===== src/sv/color_matrix_gamut_map_core_macros.svh =====
// Assertion macros for the color matrix gamut map core.
// Expects signals named clk and rst in the scope of use.
`ifndef COLOR_MATRIX_GAMUT_MAP_CORE_MACROS_SVH
`define COLOR_MATRIX_GAMUT_MAP_CORE_MACROS_SVH

// same-cycle implication
`define CMGM_ASSERT_IMP(label, ante, cons, msg) \
  label: assert property (@(posedge clk) disable iff (rst) (ante) |-> (cons)) else $error(msg);

// next-cycle implication
`define CMGM_ASSERT_NXT(label, ante, cons, msg) \
  label: assert property (@(posedge clk) disable iff (rst) (ante) |=> (cons)) else $error(msg);

`endif


===== src/sv/cmgm_pkg.sv =====
`timescale 1ns / 1ps
// Shared widths, constants, types and helpers for the color matrix gamut map.
// No dependencies.
package cmgm_pkg;

  localparam int CHANNEL_BITS   = 16;
  localparam int COEF_FRAC_BITS = 13;

  localparam int CHAN_W    = CHANNEL_BITS;
  localparam int COEF_W    = 16;
  localparam int ROW_W     = 3 * COEF_W;
  localparam int CFG_IDX_W = 3;
  localparam int PROD_W    = CHAN_W + COEF_W + 1;
  localparam int SUM_W     = PROD_W + 2;
  localparam int CW        = SUM_W - COEF_FRAC_BITS;
  localparam int LWT_W     = 18;
  localparam int LSUM_W    = CW + LWT_W + 2;
  localparam int LUM_W     = LSUM_W - 16;
  localparam int DIV_BITS  = 17;
  localparam int DIV_LAT   = DIV_BITS + 1;
  localparam int REM_W     = CW + 2;
  localparam int DIFF_W    = CW + 2;
  localparam int BPROD_W   = DIFF_W + DIV_BITS + 1;
  localparam int BSH_W     = BPROD_W - 16;
  localparam int DW        = BSH_W + 1;
  localparam int OUT_LAT   = 6 + DIV_LAT + 3;

  localparam logic [DIV_BITS-1:0] ONE_Q16   = DIV_BITS'(1) << 16;
  localparam logic [SUM_W-1:0]    C_ROUND   = SUM_W'(1) << (COEF_FRAC_BITS - 1);
  localparam logic [LSUM_W-1:0]   L_ROUND   = LSUM_W'(1) << 15;
  localparam logic [BPROD_W-1:0]  B_ROUND   = BPROD_W'(1) << 15;

  // BT.709 luma weights, Q0.16, summing to 1.0
  localparam logic [LWT_W-1:0] LUMA_WT [3] = '{18'd13933, 18'd46871, 18'd4732};

  typedef enum logic [CFG_IDX_W-1:0] {
    REG_ROW0, REG_ROW1, REG_ROW2, REG_MODE, REG_MAX
  } cfg_reg_t;

  localparam logic MODE_CLIP = 1'b0;

  // per-pixel data that travels beside the divider
  typedef struct packed {
    logic                  valid;
    logic                  clip;
    logic [CHAN_W-1:0]     lum;
    logic [2:0][CW-1:0]    c;
  } side_t;

  // clamp a signed value into 0..mx
  function automatic logic [CHAN_W-1:0] clamp_chan(input logic signed [DW-1:0] v,
                                                   input logic [CHAN_W-1:0] mx);
    logic signed [DW-1:0] mxs;
    logic [CHAN_W-1:0]    res;
    mxs = $signed(DW'({1'b0, mx}));
    if (v < 0)        res = '0;
    else if (v > mxs) res = mx;
    else              res = v[CHAN_W-1:0];
    return res;
  endfunction

endpackage


===== src/sv/cmgm_div.sv =====
`timescale 1ns / 1ps
// Pipelined restoring divider: ceil(2^16 * num / den) for num <= den.
// One quotient bit per stage plus a rounding stage. Uses cmgm_pkg.
module cmgm_div (
  input  logic                          clk,
  input  logic [cmgm_pkg::REM_W-1:0]    num,
  input  logic [cmgm_pkg::REM_W-1:0]    den,
  input  logic                          need,
  output logic [cmgm_pkg::DIV_BITS-1:0] q
);
  import cmgm_pkg::*;

  logic [REM_W-1:0]    rem [DIV_BITS];
  logic [REM_W-1:0]    dq  [DIV_BITS];
  logic [DIV_BITS-1:0] qb  [DIV_BITS];
  logic                nd  [DIV_BITS];

  logic [REM_W-1:0] r_in [DIV_BITS];
  logic [REM_W-1:0] d_in [DIV_BITS];
  logic             ge   [DIV_BITS];

  // stage inputs: partial remainder doubles between stages
  always_comb begin
    r_in[0] = num;
    d_in[0] = den;
    for (int k = 1; k < DIV_BITS; k++) begin
      r_in[k] = {rem[k-1][REM_W-2:0], 1'b0};
      d_in[k] = dq[k-1];
    end
    for (int k = 0; k < DIV_BITS; k++) begin
      ge[k] = (r_in[k] >= d_in[k]);
    end
  end

  // one quotient bit per stage, MSB first
  always_ff @(posedge clk) begin
    for (int k = 0; k < DIV_BITS; k++) begin
      rem[k] <= ge[k] ? (r_in[k] - d_in[k]) : r_in[k];
      dq[k]  <= d_in[k];
    end
    qb[0] <= DIV_BITS'(ge[0]);
    nd[0] <= need;
    for (int k = 1; k < DIV_BITS; k++) begin
      qb[k] <= {qb[k-1][DIV_BITS-2:0], ge[k]};
      nd[k] <= nd[k-1];
    end
  end

  // round up on a nonzero remainder; no bound when not needed
  always_ff @(posedge clk) begin
    if (nd[DIV_BITS-1]) begin
      q <= qb[DIV_BITS-1] + DIV_BITS'(rem[DIV_BITS-1] != '0);
    end else begin
      q <= '0;
    end
  end

endmodule

===== config.mk =====
export PLATFORM = sky130hd
export DESIGN_NAME = cmgm_div
export DESIGN_NICKNAME = d
export VERILOG_FILES = /design/src/sv/color_matrix_gamut_map_core_macros.svh /design/src/sv/cmgm_pkg.sv /design/src/sv/cmgm_div.sv
export SDC_FILE = /design/constraint.sdc
export NUM_CORES = 2
export LEC_CHECK = 0
export ABC_AREA = 1
export BUFFER_PORTS_ARGS = -buffer_cell sky130_fd_sc_hd__buf_2
export CAP_MARGIN = 20
export CORE_ASPECT_RATIO = 1.1
export CORE_MARGIN = 10
export CORE_UTILIZATION = 58
export CTS_CLUSTER_SIZE = 24
export DETAILED_ROUTE_END_ITERATION = 10
export GPL_ROUTABILITY_DRIVEN = 0
export GPL_TIMING_DRIVEN = 0
export PLACE_DENSITY = 0.89
export SETUP_SLACK_MARGIN = 0.1
export SYNTH_ARGS = -nofsm -noshare
export SYNTH_HDL_FRONTEND = slang
export SYNTH_SLANG_ARGS = --single-unit

===== constraint.sdc =====
create_clock -name clk -period 1.95 [get_ports clk]
set_input_delay 0.195 -clock clk [delete_from_list [all_inputs] [get_ports clk]]
set_output_delay 0.195 -clock clk [all_outputs]
set_load 0.005 [all_outputs]

==> results.sh, run 1 <==
export IMPL_grt_max_degree=17
export IMPL_grtUsageTotal_pct=73.26
export IMPL_lastStage="global routing (5_1_grt)"
export IMPL_clock_sinks=963
export IMPL_netlist_area_um2=56740
export IMPL_rows=120
export IMPL_overflow=797
export IMPL_avgSynthCellArea_um2=6.562
export IMPL_initial_core_util_pct=58.32
export IMPL_htreeDepth=3
export IMPL_ys_ff_latch=963
export IMPL_die_y_um=348.0
export IMPL_ys_seq_area_share_pct=33.98
export IMPL_ys_types=36
export IMPL_synthesis_nets=9124
export IMPL_die_x_um=318.2
export IMPL_stop_error="[ERROR GRT-0232] Routing congestion too high. Check the congestion heatmap in the GUI."
export IMPL_hpwl_um=124000
export IMPL_io_pins=67
export IMPL_io_buffers=66
export IMPL_root_buffer="clkbuf_16"
export IMPL_cts_buffers=94
export IMPL_status="aborted with a tool error"
export IMPL_synth_warnings=0
export IMPL_cts_buffer_depth=3
export IMPL_synthCells=8647
export IMPL_dpl_cell_area_um2=58680
-- stage by stage --
step | instances | setup slack [ns]
detailed placement | 9994 | -0.5009
CTS | 10560 | -0.1566
floorplan | 8647 | 0.09859
global placement | 9994 | -0.4238
-- routing by layer --
metal	global-route usage [%]	overflow
met1	70.26	85
met2	83.80	392
met4	67.42	237
met3	69.93	75
met5	56.77	8
-- synth_stat cells --
cell | count | area (um2)
a21oi_1 | 196 | 980.9
and2_1 | 36 | 225.2
and3_1 | 1 | 6.260
buf_1 | 8 | 30.03
buf_12 | 3 | 60.06
buf_2 | 18 | 90.09
buf_6 | 43 | 484.2
buf_8 | 5 | 75.07
clkbuf_1 | 26 | 97.59
dfxtp_1 | 963 | 19280
fa_1 | 17 | 340.3
ha_1 | 410 | 5130
inv_1 | 1911 | 7173
inv_2 | 21 | 78.83
nand2_1 | 3012 | 11310
nand2_2 | 75 | 469.2
nand3_1 | 495 | 2477
nand3_2 | 41 | 410.4
nand3b_1 | 86 | 645.6
nand4_1 | 278 | 1739
nand4_4 | 17 | 361.6
nor2_1 | 526 | 1974
nor2_2 | 24 | 150.1
nor2_4 | 16 | 180.2
nor3_1 | 38 | 190.2
nor3_2 | 1 | 10.01
nor3b_1 | 1 | 7.510
nor4_1 | 6 | 37.54
o21ai_0 | 9 | 45.04
o21ai_1 | 121 | 605.6
o21ai_2 | 66 | 578.1
or2_0 | 1 | 6.260
or2_1 | 16 | 100.1
or2_2 | 2 | 12.51
xnor2_1 | 7 | 61.31
xor2_1 | 151 | 1323
-- kinds of logic after synthesis --
group,count (synthesis),share of synthesized area (%)
adder cells (fa/ha/maj),427,9.641
AO/OA/AOI/OAI,392,3.894
buffers and inverters,2035,14.26
XOR/XNOR,158,2.439
AND/OR/NAND/NOR,4672,35.79
flip-flops,963,33.98
-- what timing repair did --
item	CTS
setup endpoints to repair	401
resized for setup	1641
cloned	38
pin swaps	361
hold buffers	48
endpoints found under the hold margin	48
setup buffers	309
==> run 2: changes to the inputs <==
--- a/config.mk
+++ b/config.mk
@@ -8,15 +8,12 @@
 export ABC_AREA = 1
 export BUFFER_PORTS_ARGS = -buffer_cell sky130_fd_sc_hd__buf_2
 export CAP_MARGIN = 20
-export CORE_ASPECT_RATIO = 1.1
 export CORE_MARGIN = 10
-export CORE_UTILIZATION = 58
-export CTS_CLUSTER_SIZE = 24
+export CORE_UTILIZATION = 40
 export DETAILED_ROUTE_END_ITERATION = 10
 export GPL_ROUTABILITY_DRIVEN = 0
 export GPL_TIMING_DRIVEN = 0
-export PLACE_DENSITY = 0.89
-export SETUP_SLACK_MARGIN = 0.1
+export PLACE_DENSITY_LB_ADDON = 0.15
 export SYNTH_ARGS = -nofsm -noshare
 export SYNTH_HDL_FRONTEND = slang
 export SYNTH_SLANG_ARGS = --single-unit
==> constraint.sdc (replaced) <==
create_clock -name clk -period 2.5 [get_ports clk]
set_input_delay 0.25 -clock clk [delete_from_list [all_inputs] [get_ports clk]]
set_output_delay 0.25 -clock clk [all_outputs]
set_load 0.005 [all_outputs]
==> run 2 against run 1 <==
Effect of this change:
- the flow now finishes without violations
- synthesized cell count unchanged
- area after synthesis unchanged
==> results.sh, run 2 <==
export IMPL_status="finished clean"
export IMPL_top_register="rem"
export IMPL_slowest_delay_ns=0.48
export IMPL_finalSetupTns_ns=0
export IMPL_worst_slack_ns=0.1105
export IMPL_grt_pass1_vias=49140
export IMPL_synth_area_leaders="dfxtp_1, nand2_1, inv_1"
export IMPL_clk_latency_ns=0.76
export IMPL_ys_types=36
export IMPL_setup_violations=0
export IMPL_netlist_area_um2=56740
export IMPL_pwr_share_clk_pct=20.1
export IMPL_area_delta_synth_final_pct=12.65
export IMPL_synth_top_cell_area_share_pct=33.98
export IMPL_synthCells=8647
export IMPL_initial_core_util_pct=40.17
export IMPL_rr_worst_depth=11
export IMPL_whs_path_depth=2
export IMPL_maxSlewViolCount=0
export IMPL_cp_required_ns=3.07
export IMPL_io_pins=67
export IMPL_path_cells="inv_1 -> fa_1 -> nand2_1 -> nand2_1 -> nand3_1 -> nand2_2 -> nand2_2 -> nand4_4 -> buf_6 -> nand3_1 -> nand2_1"
export IMPL_final_common_cell="nand2_1"
export IMPL_cts_buffer_depth=3
export IMPL_post_place_ws_ns=-0.3347
export IMPL_drv_cap=0
export IMPL_path_max_fanout=10
export IMPL_start_kind="flip-flop"
export IMPL_cp_end_kind="flip-flop"
export IMPL_finalCritPeriodShare_pct=95.58
export IMPL_rows=138
export IMPL_fin_nets=9349
export IMPL_p_leak_nw=35.86
export IMPL_grt_max_degree=19
export IMPL_hpwl_um=142500
export IMPL_final_antenna_net_count=0
export IMPL_ys_seq_area_share_pct=33.98
export IMPL_overflow=0
export IMPL_avgSynthCellArea_um2=6.562
export IMPL_ir_worst_vdd_uv=860.2
export IMPL_die_y_um=396.6
export IMPL_ys_ff_latch=963
export IMPL_p_int_w=0.04532
export IMPL_worstSetupPathType="flip-flop to flip-flop"
export IMPL_hold_viol=0
export IMPL_remaining_drc_errors=0
export IMPL_io_buffers=66
export IMPL_htreeDepth=3
export IMPL_synthesis_nets=9124
export IMPL_yosysTopAreaCell="dfxtp_1"
export IMPL_die_x_um=396.6
export IMPL_dpl_cell_area_um2=59440
export IMPL_wl_per_cell_um=16.00
export IMPL_drt_first_pass_iters=8
export IMPL_period_needed_ns=2.389
export IMPL_holdWs_ns=0.1558
export IMPL_vias=51550
export IMPL_clock_sinks=963
export IMPL_layout_common_cells="nand2_1, inv_1, dfxtp_1"
export IMPL_max_slew_margin_pct=62.27
export IMPL_crit_top_cell="nand2_1"
export IMPL_max_freq_mhz=418.5
export IMPL_synthTopCellsByCount="nand2_1, inv_1, dfxtp_1, nor2_1, nand3_1"
export IMPL_place_inst=10600
export IMPL_skew_ns=0.05543
export IMPL_swShare_pct=46.04
export IMPL_die_area_um2=157300
export IMPL_yosysMostFrequentCell="nand2_1"
export IMPL_grt_pass1_wl_um=268800
export IMPL_crit_slowest_cell="fa_1"
export IMPL_tightest_slew_ns=0.5660
export IMPL_final_cells=10850
export IMPL_clkSlewWorstSetupHoldPaths_ns=0.07
export IMPL_cp_arrival_ns=2.96
export IMPL_synth_warnings=0
export IMPL_async_reset_ff_share_pct=0
export IMPL_top_regs="rem x392, dq x384, qb x153"
export IMPL_drive_above_1_share_pct=6.788
export IMPL_power_density_nw_per_um2=1314
export IMPL_vias_per_cell=4.752
export IMPL_coreArea_um2=141200
export IMPL_fill_cells=14810
export IMPL_seq_power_share_pct=28.1
export IMPL_drt_total_wl_um=173600
export IMPL_p_comb_share_pct=51.9
export IMPL_antenna_found_initial=4
export IMPL_grtUsageTotal_pct=21.48
export IMPL_largest_reg_flops=392
export IMPL_hold_path_class="primary input to flip-flop"
export IMPL_root_buffer="clkbuf_16"
export IMPL_first_iter_violations=3827
export IMPL_synth_edf_count=0
export IMPL_p_sw_w=0.03867
export IMPL_cts_buffers=105
export IMPL_cts_tree="done"
export IMPL_finalInstanceArea_um2=63920
export IMPL_yosys_most_used_dff="dfxtp_1"
==> run 2: cell counts after synthesis <==
No cell type changed its count.
==> run 2: cell families (layout without fill, tap and decap cells) <==
logic type      count (synthesis)  after routing  synth area share, %
buf+inv                      2035           2345                14.26
other cells                     0              2                    0
simple gates                 4672           4672                35.79
flops                         963            963                33.98
fa+ha+maj                     427            427                9.641
compound gates                392            392                3.894
xor+xnor                      158            158                2.439
==> run 2: metal layers <==
metal	wire length, um	share of wire, %	GRT usage, %	vias to the layer above
met2	77440	45	35.40	1279
met5	13	0.0075	0	-
met1	81150	47	28.79	23200
li1	-	-	-	26740
met4	5936	3.4	7.041	2
met3	9075	5.2	2.913	329
==> run 2: stage by stage <==
stage,total power (W),utilization (%)
global placement,0.06637,42.08
floorplan,0.05445,-
CTS,0.08401,45.17
finish,0.08399,45.25
detailed placement,0.06657,42.08
global route,0.09116,45.25
==> run 2: critical path: cells and delay by family, from the launching register on <==
family                   cells  cell delay [ns]
adder cells (fa/ha/maj)      1             0.48
AND/OR/NAND/NOR              8             0.96
buffers and inverters        2             0.36
flip-flops                   1             0.40
==> run 2: what timing repair did <==
item | in CTS | in global routing
pin swaps | 0 | 6
buffers inserted | 0 | 4
setup endpoints to repair | 10 | 92
hold buffers | 48 | 0
endpoints found under the hold margin | 48 | 0
gates resized for setup | 4 | 31
==> run 2: layout make-up <==
type / count / area, um2 / area share [%]
well taps: 1890 / 2365 / 3.700
clock buffers: 129 / 2858 / 4.471
multi-input cells: 5649 / 29450 / 46.07
diodes: 2 / 5.005 / 0.007830
inverters: 1932 / 7252 / 11.35
flip-flops and latches: 963 / 19290 / 30.18
plain buffers: 103 / 853.3 / 1.335
clock inverters: 63 / 996.0 / 1.558
repair buffers: 118 / 853.3 / 1.335
==> run 2: worst paths after layout <==
path | end | start | slack (ns)
worst min register to register | nd[6] | nd[5] | 0.31
worst max register to register | rem[0][188] | dq[0][144] | 0.11
worst max-delay path | rem[0][188] | dq[0][144] | 0.11
worst min-delay path | dq[0][23] | den[23] | 0.16
==> run 2: power groups by stage <==
| stage | combinational (W) | sequential (W) | clock [W] |
|---|---|---|---|
| final | 0.0436 | 0.0236 | 0.0168 |
| after global placement | 0.0426 | 0.0238 | 0 |
| after global routing | 0.0493 | 0.0240 | 0.0179 |
| after CTS | 0.0432 | 0.0235 | 0.0173 |
| after detailed placement | 0.0429 | 0.0237 | 0 |
| after floorplan | 0.0324 | 0.0221 | 0 |
Power figures use the tool's default switching activity.
